===== src/design/text_console_cell_writer_assert.svh =====
// ----------------------------------------------------------------------------
// Assertion macros for the text console cell writer
// Clocked assertion helpers that disappear when NO_ASSERTIONS is defined.
// ----------------------------------------------------------------------------
`ifndef TEXT_CONSOLE_CELL_WRITER_ASSERT_SVH
`define TEXT_CONSOLE_CELL_WRITER_ASSERT_SVH

`ifndef NO_ASSERTIONS
`define TCCW_ASSERT(lbl, prop, msg) \
  lbl: assert property (@(posedge clk_i) disable iff (!rst_ni) prop) else $error(msg);
`define TCCW_ASSERT_ALWAYS(lbl, prop, msg) \
  lbl: assert property (@(posedge clk_i) prop) else $error(msg);
`else
`define TCCW_ASSERT(lbl, prop, msg)
`define TCCW_ASSERT_ALWAYS(lbl, prop, msg)
`endif

`endif


===== src/design/tccw_pkg.sv =====
// ----------------------------------------------------------------------------
// tccw_pkg
// Grid geometry, field widths, codes and shared types of the console writer.
// ----------------------------------------------------------------------------
`timescale 1ns / 1ps
`default_nettype none

package tccw_pkg;

  localparam int COLUMNS    = 80;
  localparam int ROWS       = 25;
  localparam int CELL_COUNT = ROWS * COLUMNS;
  localparam int ADDR_W     = $clog2(CELL_COUNT);
  localparam int PTR_W      = $clog2(CELL_COUNT + 1);

  localparam int FUNC_W = 2;
  localparam int CHAR_W = 8;
  localparam int ROW_W  = 5;
  localparam int COL_W  = 7;
  localparam int CELL_W = 16;
  localparam int ATTR_W = 8;

  localparam int CFG_IDX_W  = 1;
  localparam int CFG_DATA_W = 8;

  localparam logic [CFG_IDX_W-1:0] REG_ENABLE = 1'b0;
  localparam logic [CFG_IDX_W-1:0] REG_ATTR   = 1'b1;

  localparam logic [FUNC_W-1:0] FUNC_WRITE = 2'd0;
  localparam logic [FUNC_W-1:0] FUNC_READ  = 2'd1;
  localparam logic [FUNC_W-1:0] FUNC_CLEAR = 2'd2;

  localparam logic [CHAR_W-1:0] CH_BS      = 8'h08;
  localparam logic [CHAR_W-1:0] CH_LF      = 8'h0a;
  localparam logic [CHAR_W-1:0] CH_CR      = 8'h0d;
  localparam logic [CHAR_W-1:0] BLANK_CHAR = 8'h20;

  localparam logic [ATTR_W-1:0] RESET_ATTR = 8'h0f;
  localparam logic [CELL_W-1:0] RESET_CELL = {RESET_ATTR, BLANK_CHAR};

  typedef struct packed {
    logic [FUNC_W-1:0] func;
    logic [CHAR_W-1:0] char_code;
    logic [ROW_W-1:0]  read_row;
    logic [COL_W-1:0]  read_col;
  } item_t;

  typedef struct packed {
    logic [CELL_W-1:0] cell_value;
    logic [ROW_W-1:0]  cursor_row_out;
    logic [COL_W-1:0]  cursor_col_out;
    logic              scrolled;
  } res_t;

  typedef struct packed {
    logic              we;
    logic [ADDR_W-1:0] waddr;
    logic [CELL_W-1:0] wdata;
    logic              re;
    logic [ADDR_W-1:0] raddr;
  } ram_req_t;

  function automatic logic [ADDR_W-1:0] cell_addr(input logic [ROW_W-1:0] r,
                                                  input logic [COL_W-1:0] c);
    cell_addr = ADDR_W'(int'(r) * COLUMNS + int'(c));
  endfunction

endpackage

`default_nettype wire


===== src/design/tccw_ctrl.sv =====
// ----------------------------------------------------------------------------
// tccw_ctrl
// Sequencer that decodes each operation, moves the cursor and drives the
// grid memory through writes, reads, scroll copies and blanking sweeps.
// ----------------------------------------------------------------------------
`timescale 1ns / 1ps
`default_nettype none

`include "text_console_cell_writer_assert.svh"

module tccw_ctrl (
  input  wire logic                           clk_i,
  input  wire logic                           rst_ni,
  input  wire logic                           in_valid_i,
  output logic                                in_ready_o,
  input  wire tccw_pkg::item_t                in_item_i,
  input  wire logic                           enable_i,
  input  wire logic [tccw_pkg::ATTR_W-1:0]    attr_i,
  output logic                                res_valid_o,
  input  wire logic                           res_ready_i,
  output tccw_pkg::res_t                      res_o,
  output tccw_pkg::ram_req_t                  ram_req_o,
  input  wire logic [tccw_pkg::CELL_W-1:0]    ram_rdata_i
);

  typedef enum logic [6:0] {
    ST_INIT        = 7'b0000001,
    ST_IDLE        = 7'b0000010,
    ST_EXEC        = 7'b0000100,
    ST_SCROLL_COPY = 7'b0001000,
    ST_SCROLL_BLNK = 7'b0010000,
    ST_CLEAR       = 7'b0100000,
    ST_RESP        = 7'b1000000
  } state_e;

  localparam logic [tccw_pkg::PTR_W-1:0] PTR_LAST =
    tccw_pkg::PTR_W'(tccw_pkg::CELL_COUNT - 1);
  localparam logic [tccw_pkg::PTR_W-1:0] PTR_END =
    tccw_pkg::PTR_W'(tccw_pkg::CELL_COUNT);
  localparam logic [tccw_pkg::PTR_W-1:0] PTR_ROW1 =
    tccw_pkg::PTR_W'(tccw_pkg::COLUMNS);
  localparam logic [tccw_pkg::PTR_W-1:0] PTR_BOTTOM =
    tccw_pkg::PTR_W'(tccw_pkg::CELL_COUNT - tccw_pkg::COLUMNS);
  localparam logic [tccw_pkg::ROW_W-1:0] ROW_LAST = tccw_pkg::ROW_W'(tccw_pkg::ROWS - 1);
  localparam logic [tccw_pkg::COL_W-1:0] COL_LAST = tccw_pkg::COL_W'(tccw_pkg::COLUMNS - 1);

  state_e                           state_q, state_d;
  tccw_pkg::item_t                  item_q, item_d;
  logic [tccw_pkg::ROW_W-1:0]       row_q, row_d;
  logic [tccw_pkg::COL_W-1:0]       col_q, col_d;
  logic                             scrolled_q, scrolled_d;
  logic                             rd_hit_q, rd_hit_d;
  logic [tccw_pkg::PTR_W-1:0]       ptr_q, ptr_d;
  logic                             pend_q, pend_d;
  logic [tccw_pkg::ADDR_W-1:0]      pend_addr_q, pend_addr_d;

  logic                             in_fire;
  logic [tccw_pkg::CELL_W-1:0]      blank_cell;
  logic [tccw_pkg::COL_W-1:0]       bs_col;

  assign in_ready_o = (state_q == ST_IDLE);
  assign in_fire    = in_valid_i && in_ready_o;
  assign blank_cell = {attr_i, tccw_pkg::BLANK_CHAR};
  assign bs_col     = (col_q == '0) ? '0 : col_q - 1'b1;

  always_comb begin
    state_d     = state_q;
    item_d      = item_q;
    row_d       = row_q;
    col_d       = col_q;
    scrolled_d  = scrolled_q;
    rd_hit_d    = rd_hit_q;
    ptr_d       = ptr_q;
    pend_d      = pend_q;
    pend_addr_d = pend_addr_q;
    ram_req_o   = '0;
    res_valid_o = 1'b0;

    case (state_q)
      ST_INIT: begin
        ram_req_o.we    = 1'b1;
        ram_req_o.waddr = ptr_q[tccw_pkg::ADDR_W-1:0];
        ram_req_o.wdata = tccw_pkg::RESET_CELL;
        ptr_d           = ptr_q + 1'b1;
        if (ptr_q == PTR_LAST) begin
          state_d = ST_IDLE;
        end
      end
      ST_IDLE: begin
        if (in_fire) begin
          item_d     = in_item_i;
          scrolled_d = 1'b0;
          rd_hit_d   = 1'b0;
          state_d    = ST_EXEC;
        end
      end
      ST_EXEC: begin
        state_d = ST_RESP;
        case (item_q.func)
          tccw_pkg::FUNC_WRITE: begin
            if (enable_i) begin
              case (item_q.char_code)
                tccw_pkg::CH_LF: begin
                  col_d = '0;
                  if (row_q == ROW_LAST) begin
                    scrolled_d = 1'b1;
                    ptr_d      = PTR_ROW1;
                    pend_d     = 1'b0;
                    state_d    = ST_SCROLL_COPY;
                  end else begin
                    row_d = row_q + 1'b1;
                  end
                end
                tccw_pkg::CH_CR: begin
                  col_d = '0;
                end
                tccw_pkg::CH_BS: begin
                  col_d           = bs_col;
                  ram_req_o.we    = 1'b1;
                  ram_req_o.waddr = tccw_pkg::cell_addr(row_q, bs_col);
                  ram_req_o.wdata = blank_cell;
                end
                default: begin
                  ram_req_o.we    = 1'b1;
                  ram_req_o.waddr = tccw_pkg::cell_addr(row_q, col_q);
                  ram_req_o.wdata = {attr_i, item_q.char_code};
                  if (col_q == COL_LAST) begin
                    col_d = '0;
                    if (row_q == ROW_LAST) begin
                      scrolled_d = 1'b1;
                      ptr_d      = PTR_ROW1;
                      pend_d     = 1'b0;
                      state_d    = ST_SCROLL_COPY;
                    end else begin
                      row_d = row_q + 1'b1;
                    end
                  end else begin
                    col_d = col_q + 1'b1;
                  end
                end
              endcase
            end
          end
          tccw_pkg::FUNC_READ: begin
            if (item_q.read_row < tccw_pkg::ROW_W'(tccw_pkg::ROWS) &&
                item_q.read_col < tccw_pkg::COL_W'(tccw_pkg::COLUMNS)) begin
              rd_hit_d        = 1'b1;
              ram_req_o.re    = 1'b1;
              ram_req_o.raddr = tccw_pkg::cell_addr(item_q.read_row, item_q.read_col);
            end
          end
          tccw_pkg::FUNC_CLEAR: begin
            row_d   = '0;
            col_d   = '0;
            ptr_d   = '0;
            state_d = ST_CLEAR;
          end
          default: begin
            state_d = ST_RESP;
          end
        endcase
      end
      ST_SCROLL_COPY: begin
        // Each cell is read, and its data is written one row higher in the cycle after the read.
        if (pend_q) begin
          ram_req_o.we    = 1'b1;
          ram_req_o.waddr = pend_addr_q;
          ram_req_o.wdata = ram_rdata_i;
        end
        if (ptr_q != PTR_END) begin
          ram_req_o.re    = 1'b1;
          ram_req_o.raddr = ptr_q[tccw_pkg::ADDR_W-1:0];
          pend_d          = 1'b1;
          pend_addr_d     = tccw_pkg::ADDR_W'(ptr_q - PTR_ROW1);
          ptr_d           = ptr_q + 1'b1;
        end else begin
          pend_d  = 1'b0;
          ptr_d   = PTR_BOTTOM;
          state_d = ST_SCROLL_BLNK;
        end
      end
      ST_SCROLL_BLNK, ST_CLEAR: begin
        ram_req_o.we    = 1'b1;
        ram_req_o.waddr = ptr_q[tccw_pkg::ADDR_W-1:0];
        ram_req_o.wdata = blank_cell;
        ptr_d           = ptr_q + 1'b1;
        if (ptr_q == PTR_LAST) begin
          state_d = ST_RESP;
        end
      end
      ST_RESP: begin
        res_valid_o = 1'b1;
        if (res_ready_i) begin
          state_d = ST_IDLE;
        end
      end
      default: begin
        state_d = ST_IDLE;
      end
    endcase
  end

  assign res_o.cell_value     = rd_hit_q ? ram_rdata_i : '0;
  assign res_o.cursor_row_out = row_q;
  assign res_o.cursor_col_out = col_q;
  assign res_o.scrolled       = scrolled_q;

  always_ff @(posedge clk_i or negedge rst_ni) begin
    if (!rst_ni) begin
      state_q    <= ST_INIT;
      row_q      <= '0;
      col_q      <= '0;
      scrolled_q <= 1'b0;
      rd_hit_q   <= 1'b0;
      ptr_q      <= '0;
      pend_q     <= 1'b0;
    end else begin
      state_q    <= state_d;
      row_q      <= row_d;
      col_q      <= col_d;
      scrolled_q <= scrolled_d;
      rd_hit_q   <= rd_hit_d;
      ptr_q      <= ptr_d;
      pend_q     <= pend_d;
    end
  end

  always_ff @(posedge clk_i) begin
    item_q      <= item_d;
    pend_addr_q <= pend_addr_d;
  end

  `TCCW_ASSERT(a_fire_to_exec, in_fire |=> (state_q == ST_EXEC), "accepted transfer not executed")
  `TCCW_ASSERT(a_cursor_range, res_valid_o |-> (row_q <= ROW_LAST && col_q <= COL_LAST),
               "cursor outside grid at result")
  `TCCW_ASSERT(a_copy_dest, (state_q == ST_SCROLL_COPY && ram_req_o.we) |->
               (ram_req_o.waddr < tccw_pkg::ADDR_W'(tccw_pkg::CELL_COUNT - tccw_pkg::COLUMNS)),
               "scroll copy wrote into bottom row")
  `TCCW_ASSERT(a_scroll_flag, (state_q == ST_SCROLL_COPY) |-> scrolled_q,
               "scroll pass without scrolled flag")
  `TCCW_ASSERT(a_no_accept_busy, (state_q != ST_IDLE) |-> !in_ready_o,
               "input ready while busy")

endmodule

`default_nettype wire

===== config.mk =====
export PLATFORM = sky130hd
export DESIGN_NAME = tccw_ctrl
export DESIGN_NICKNAME = d
export VERILOG_FILES = /design/src/design/tccw_pkg.sv /design/src/design/tccw_ctrl.sv
export VERILOG_INCLUDE_DIRS = /design/src /design/src/design
export SDC_FILE = /design/constraint.sdc
export NUM_CORES = 1
export LEC_CHECK = 0
export BUFFER_PORTS_ARGS = -buffer_cell sky130_fd_sc_hd__buf_2
export CORE_MARGIN = 2
export CORE_UTILIZATION = 59
export DETAILED_ROUTE_END_ITERATION = 8
export PLACE_DENSITY = 0.89
export SETUP_SLACK_MARGIN = 0.3
export SLEW_MARGIN = 10
export SYNTH_ARGS = -nofsm -noshare
export SYNTH_HDL_FRONTEND = slang
export SYNTH_SLANG_ARGS = --single-unit

===== constraint.sdc =====
create_clock -name clk_i -period 4 [get_ports clk_i]
set_input_delay 0.4 -clock clk_i [delete_from_list [all_inputs] [get_ports clk_i]]
set_output_delay 0.4 -clock clk_i [all_outputs]
set_load 0.1 [all_outputs]

Yosys cells after proc, flatten, opt, wreduce, memory -nomap -nowiden. Cells that the tools add are included.

Add/sub/neg operators: 8. Multipliers: 2. Div/mod/pow operators: 0. $lt $le $gt $ge: 2. Equality and inequality tests: 34. Shift operators: 0. Multiplexer cells: 56. Bitwise operators: 0. Reduce and logical (&&, ||, !) cells: 21.

Operators with widths (count): 28-bit case mux with 4 select lines (1); 28-bit two-way mux (3); 7-bit two-way mux (11); 28-bit case mux with 2 select lines (1); 7-bit case mux with 2 select lines (4); 11-bit two-way mux (4); 11-bit case mux with 2 select lines (2); 7-bit case mux with 6 select lines (1); 12-bit two-way mux (3); 11-bit case mux with 3 select lines (1); 8-bit by 4-bit equality test with 1-bit output, second input constant (3); 12-bit case mux with 2 select lines (1); 11-bit by 7-bit adder with 11-bit output (2); 5-bit case mux with 2 select lines (2); 5-bit AND reduction (4); 2-bit != test, second input constant (9); 16-bit two-way mux (1); 5-bit two-way mux (3); 7-bit equality test, second input constant (2); 5-bit by 3-bit multiplier with 7-bit output, second input constant (2); 1-bit two-way mux (13); 11-bit by 1-bit adder with 11-bit output, second input constant (1); 11-bit by 8-bit adder with 11-bit output (1); 11-bit equality test, second input constant (1); other kinds (33) (47).

Bits in registers: 66. Latch bits: 0. Bits in writable memories: 0. Bits in read-only memories: 0. Input port bits: 51. Output and inout port bits: 71. Word-level logic and storage cells: 135. Memories: 0.

Depth between registers and ports, before layout.
Word-level depth: 7. Gate-level depth with buffers: 13. Gate-level depth less buffers: 13.

Worst setup path after synthesis. OpenSTA, ideal clock, no wires.

Kind: register to output. Start: register col_q[0] (netlist name). End: output port ram_req_o[31] (netlist name). Arrival: 5.375 ns. Required time: 3.600 ns. Path slack: -1.775 ns. Cell stages (with the launch flop): 6. Path buffers: 0. Cell sequence: dfrtp_1 -> inv_1 -> ha_1 -> nand3b_1 -> nand3_1 -> o311ai_0.

RTL lines: start: declaration (line tccw_ctrl.sv:50) `logic [tccw_pkg::COL_W-1:0] col_q, col_d;`; start signal: assignment (line tccw_ctrl.sv:220) `col_q <= col_d;`; end: declaration (line tccw_ctrl.sv:22) `output tccw_pkg::ram_req_t ram_req_o,`.

==> impl_metrics.csv <==
group,metric,value,unit
run_status,status,"completed",
worst_setup_path,end_kind,"primary output",
drt,wl,13800,µm
final_layout,layout.nets,708,
final_layout,area_growth,24.2,%
sta,fin_crit_sh,91.6,%
flow_run,max-cap-violations,0,
synthesis,synth_cell_types,72,
placed_design,pre_cts_ws,0.546,ns
sta,fmax,273,MHz
drt,viasPerCell,6.32,
clocking,clock_latency,0.36,ns
worst_setup_path,slowest_delay,0.50,ns
synthesis,synth_nets,594,
drt,ant_nets,0,
sta,postLayoutSetupSlackWorst,0.338,ns
clocking,ctsLongestPathBuffers,2,
clocking,cts.sinks,66,
worst_setup_path,cp_max_fo,9,
worst_setup_path,cp_num_buf_inv,1,
worst_setup_path,startpoint,"row_q[1]",
synthesis,async_flop_share,50.0,%
clocking,cts.clk_slew.worst_paths,0.08,ns
placed_design,dp_cells,709,
sta,skew,0.00973,ns
clocking,cts_root_buffer,"clkbuf_8",
clocking,cts_made_buffers,9,
worst_setup_path,crit_family,"adder cells",
grt,grt_first_pass_wirelength,21800,µm
placed_design,io_buffers,121,
drt,first_pass_iters,6,
worst_hold_path,hp-class,"primary input to asynchronous set/reset pin",
grt,grt_pass1_vias,4390,
synthesis,syn-cell-area,4850,µm²
power_and_ir_drop,ir_drop,397,µV
grt,grt_max_degree,34,
drt,drt_first_iter_violations,337,
sta,rsz0062_at_grt,"yes",
synthesis,synth_top_cell_area_share,20.4,%
worst_setup_path,cp_common_cell,"ha_1",
power_and_ir_drop,p_leak,2.73,nW
sta,fin_setup_tns,0,ns
synthesis,ys_warn_count,0,
synthesis,syn_inst,506,
sta,slew_headroom,28.9,%
drt,num_vias,4613,
synthesis,synth_largest_area_cell,"edfxtp_1",
sta,min_period,3.66,ns
final_layout,fin_cells,730,
sta,finalMaxSlewViolations,0,
final_layout,num_antenna_cells,0,
synthesis,seq_area_frac_synth,37.4,%
placed_design,dp_hpwl,10300,µm
clocking,cts_max_level,3,
worst_setup_path,setup.worst_path.class,"register to primary output",
floorplanning,die_x,94.7,µm
floorplanning,start_util,60.0,%
worst_setup_path,startpoint_type,"register",
drt,wire_per_inst,18.9,µm
sta,tightest_slew,1.07,ns
placed_design,gp_congestion,0.917,
drt,drc,0,
final_layout,fin_util,74.5,%
floorplanning,dieArea,8970,µm²
final_layout,num-fill-cells,579,
worst_setup_path,r2r_start,"state_q[5]",
grt,grt_overflow,0,
synthesis,synth_ff_type,"edfxtp_1",
synthesis,synth_edf_count,33,
worst_setup_path,worstPathRequired,3.60,ns
grt,grt_use_total,31.5,%
synthesis,synth_area_leaders,"edfxtp_1, dfrtp_1, ha_1",
sta,final_hold_viol_count,0,
worst_setup_path,crit_slowest_cell,"dfrtp_2",
sta,fin_hold_ws,0.118,ns
synthesis,avgSynthCellArea,9.59,µm²
floorplanning,core,8090,µm²
worst_setup_path,cp.arrival,3.26,ns
power_and_ir_drop,power.density,726,nW/µm²
clocking,cts_tree,"built",
floorplanning,num_rows,33,
floorplanning,boundaryPins,122,
worst_setup_path,crit_chain,"ha_1, ha_1, fa_1, xor2_2, nand3_1, mux2_2, o221ai_1, a21oi_1, a221o_1, buf_4",
grt,antenna_found_initial,0,
floorplanning,die_height,94.7,µm
sta,setup_viol,0,
final_layout,drive_above_1_share,31.2,%
synthesis,ys_ff_latch,66,
## worst reg2reg max path, cell delays in order, from the launching register on
cell and delay (ns):
dfrtp_1 0.46, nor3_1 0.36, nand3_1 0.32, a41oi_2 0.72, buf_4 0.34, nor2_1 0.15, o32a_1 0.38, o22ai_1 0.14
## cells in the mapped netlist (all sizes together), types with 7 or more instances
cell,n
nor2,37
edfxtp,33
dfrtp,32
ha,32
nand2,28
a21oi,25
o21ai,25
a22o,24
and2,21
inv,20
clkbuf,17
a21o,16
nor3,14
buf,13
nand3,12
xor2,12
o22ai,11
xnor2,10
a221o,9
a22oi,8
nor4,8
or2,7
## report_power, final
group	total [mW]	switching [mW]	internal (mW)
registers	1.18	0.258	0.917
logic	2.69	1.81	0.875
clock network	0.517	0.288	0.229
## final timing paths
path	slack (ns)	to	cells past startpoint
setup / recovery	0.34	ram_req_o[37]	10
hold / removal	0.12	col_q[2]	1
setup reg to reg	1.06	ptr_q[6]	7
hold reg to reg	0.49	scrolled_q	2
max in group asynchronous	3.27	col_q[3]	1
min in group clk_i	0.21	item_q[2]	1
## flip-flops by register name, indices dropped and copies added (netlist names)
| name | count |
|---|---|
| col_q | 7 |
| row_q | 5 |
| pend_q | 1 |
| state_q | 7 |
| pend_addr_q | 11 |
| rd_hit_q | 1 |
| ptr_q | 11 |
| item_q | 22 |
| scrolled_q | 1 |
## logic make-up after synthesis
logic type      count (synthesis)  share of synthesized area, %
fa+ha+maj                      37                          10.3
xor+xnor                       22                          3.97
flops                          66                          37.4
buf+inv                        50                          4.30
simple gates                  171                          19.1
compound gates                156                          24.0
mux                             4                         0.876
## cell type report
class                   count  area (µm²)  share of cell area, %
clock buffers               9         124                   2.05
clock inverters             7        52.6                  0.871
inverters                  20        75.1                   1.24
multi-input cells         390        2920                   48.4
flip-flops and latches     66        1840                   30.5
well taps                 105         131                   2.18
repair buffers            133         890                   14.8
## routing by layer
metal / vias to the layer above / wire [µm] / global-route usage (%)
met5: - / 0 / 0
met4: 0 / 311 / 10.3
met3: 25 / 1050 / 5.67
met2: 232 / 7060 / 54.0
met1: 2225 / 5360 / 40.5
li1: 2131 / - / -
## stage by stage
step / power (mW) / area, µm²
after global routing: 4.63 / 6030
final: 4.38 / 6030
after global placement: 3.61 / 5750
after detailed placement: 3.70 / 5750
after floorplan: 3.20 / 4950
after CTS: 4.24 / 5940
## cells in the final DEF (no fill, tap or decap), types with 8 or more instances in the layout
master / n
buf_2: 105
nor2_1: 37
edfxtp_1: 33
ha_1: 31
nand2_1: 28
a22o_1: 24
a21oi_1: 23
dfrtp_1: 22
and2_1: 21
inv_1: 18
o21ai_0: 17
a21o_1: 16
nor3_1: 14
buf_4: 13
nand3_1: 12
buf_12: 12
xor2_1: 11
o22ai_1: 11
xnor2_1: 10
a221o_1: 9
clkbuf_8: 9
a22oi_1: 8
## timing repair
item,in CTS,in global routing
pin swaps,0,2
hold endpoints to repair,0,0
endpoints found under the setup margin,3,8
hold buffers,0,0
buffers inserted,0,5
gates resized for setup,4,13
(Power assumes the default switching activity.)
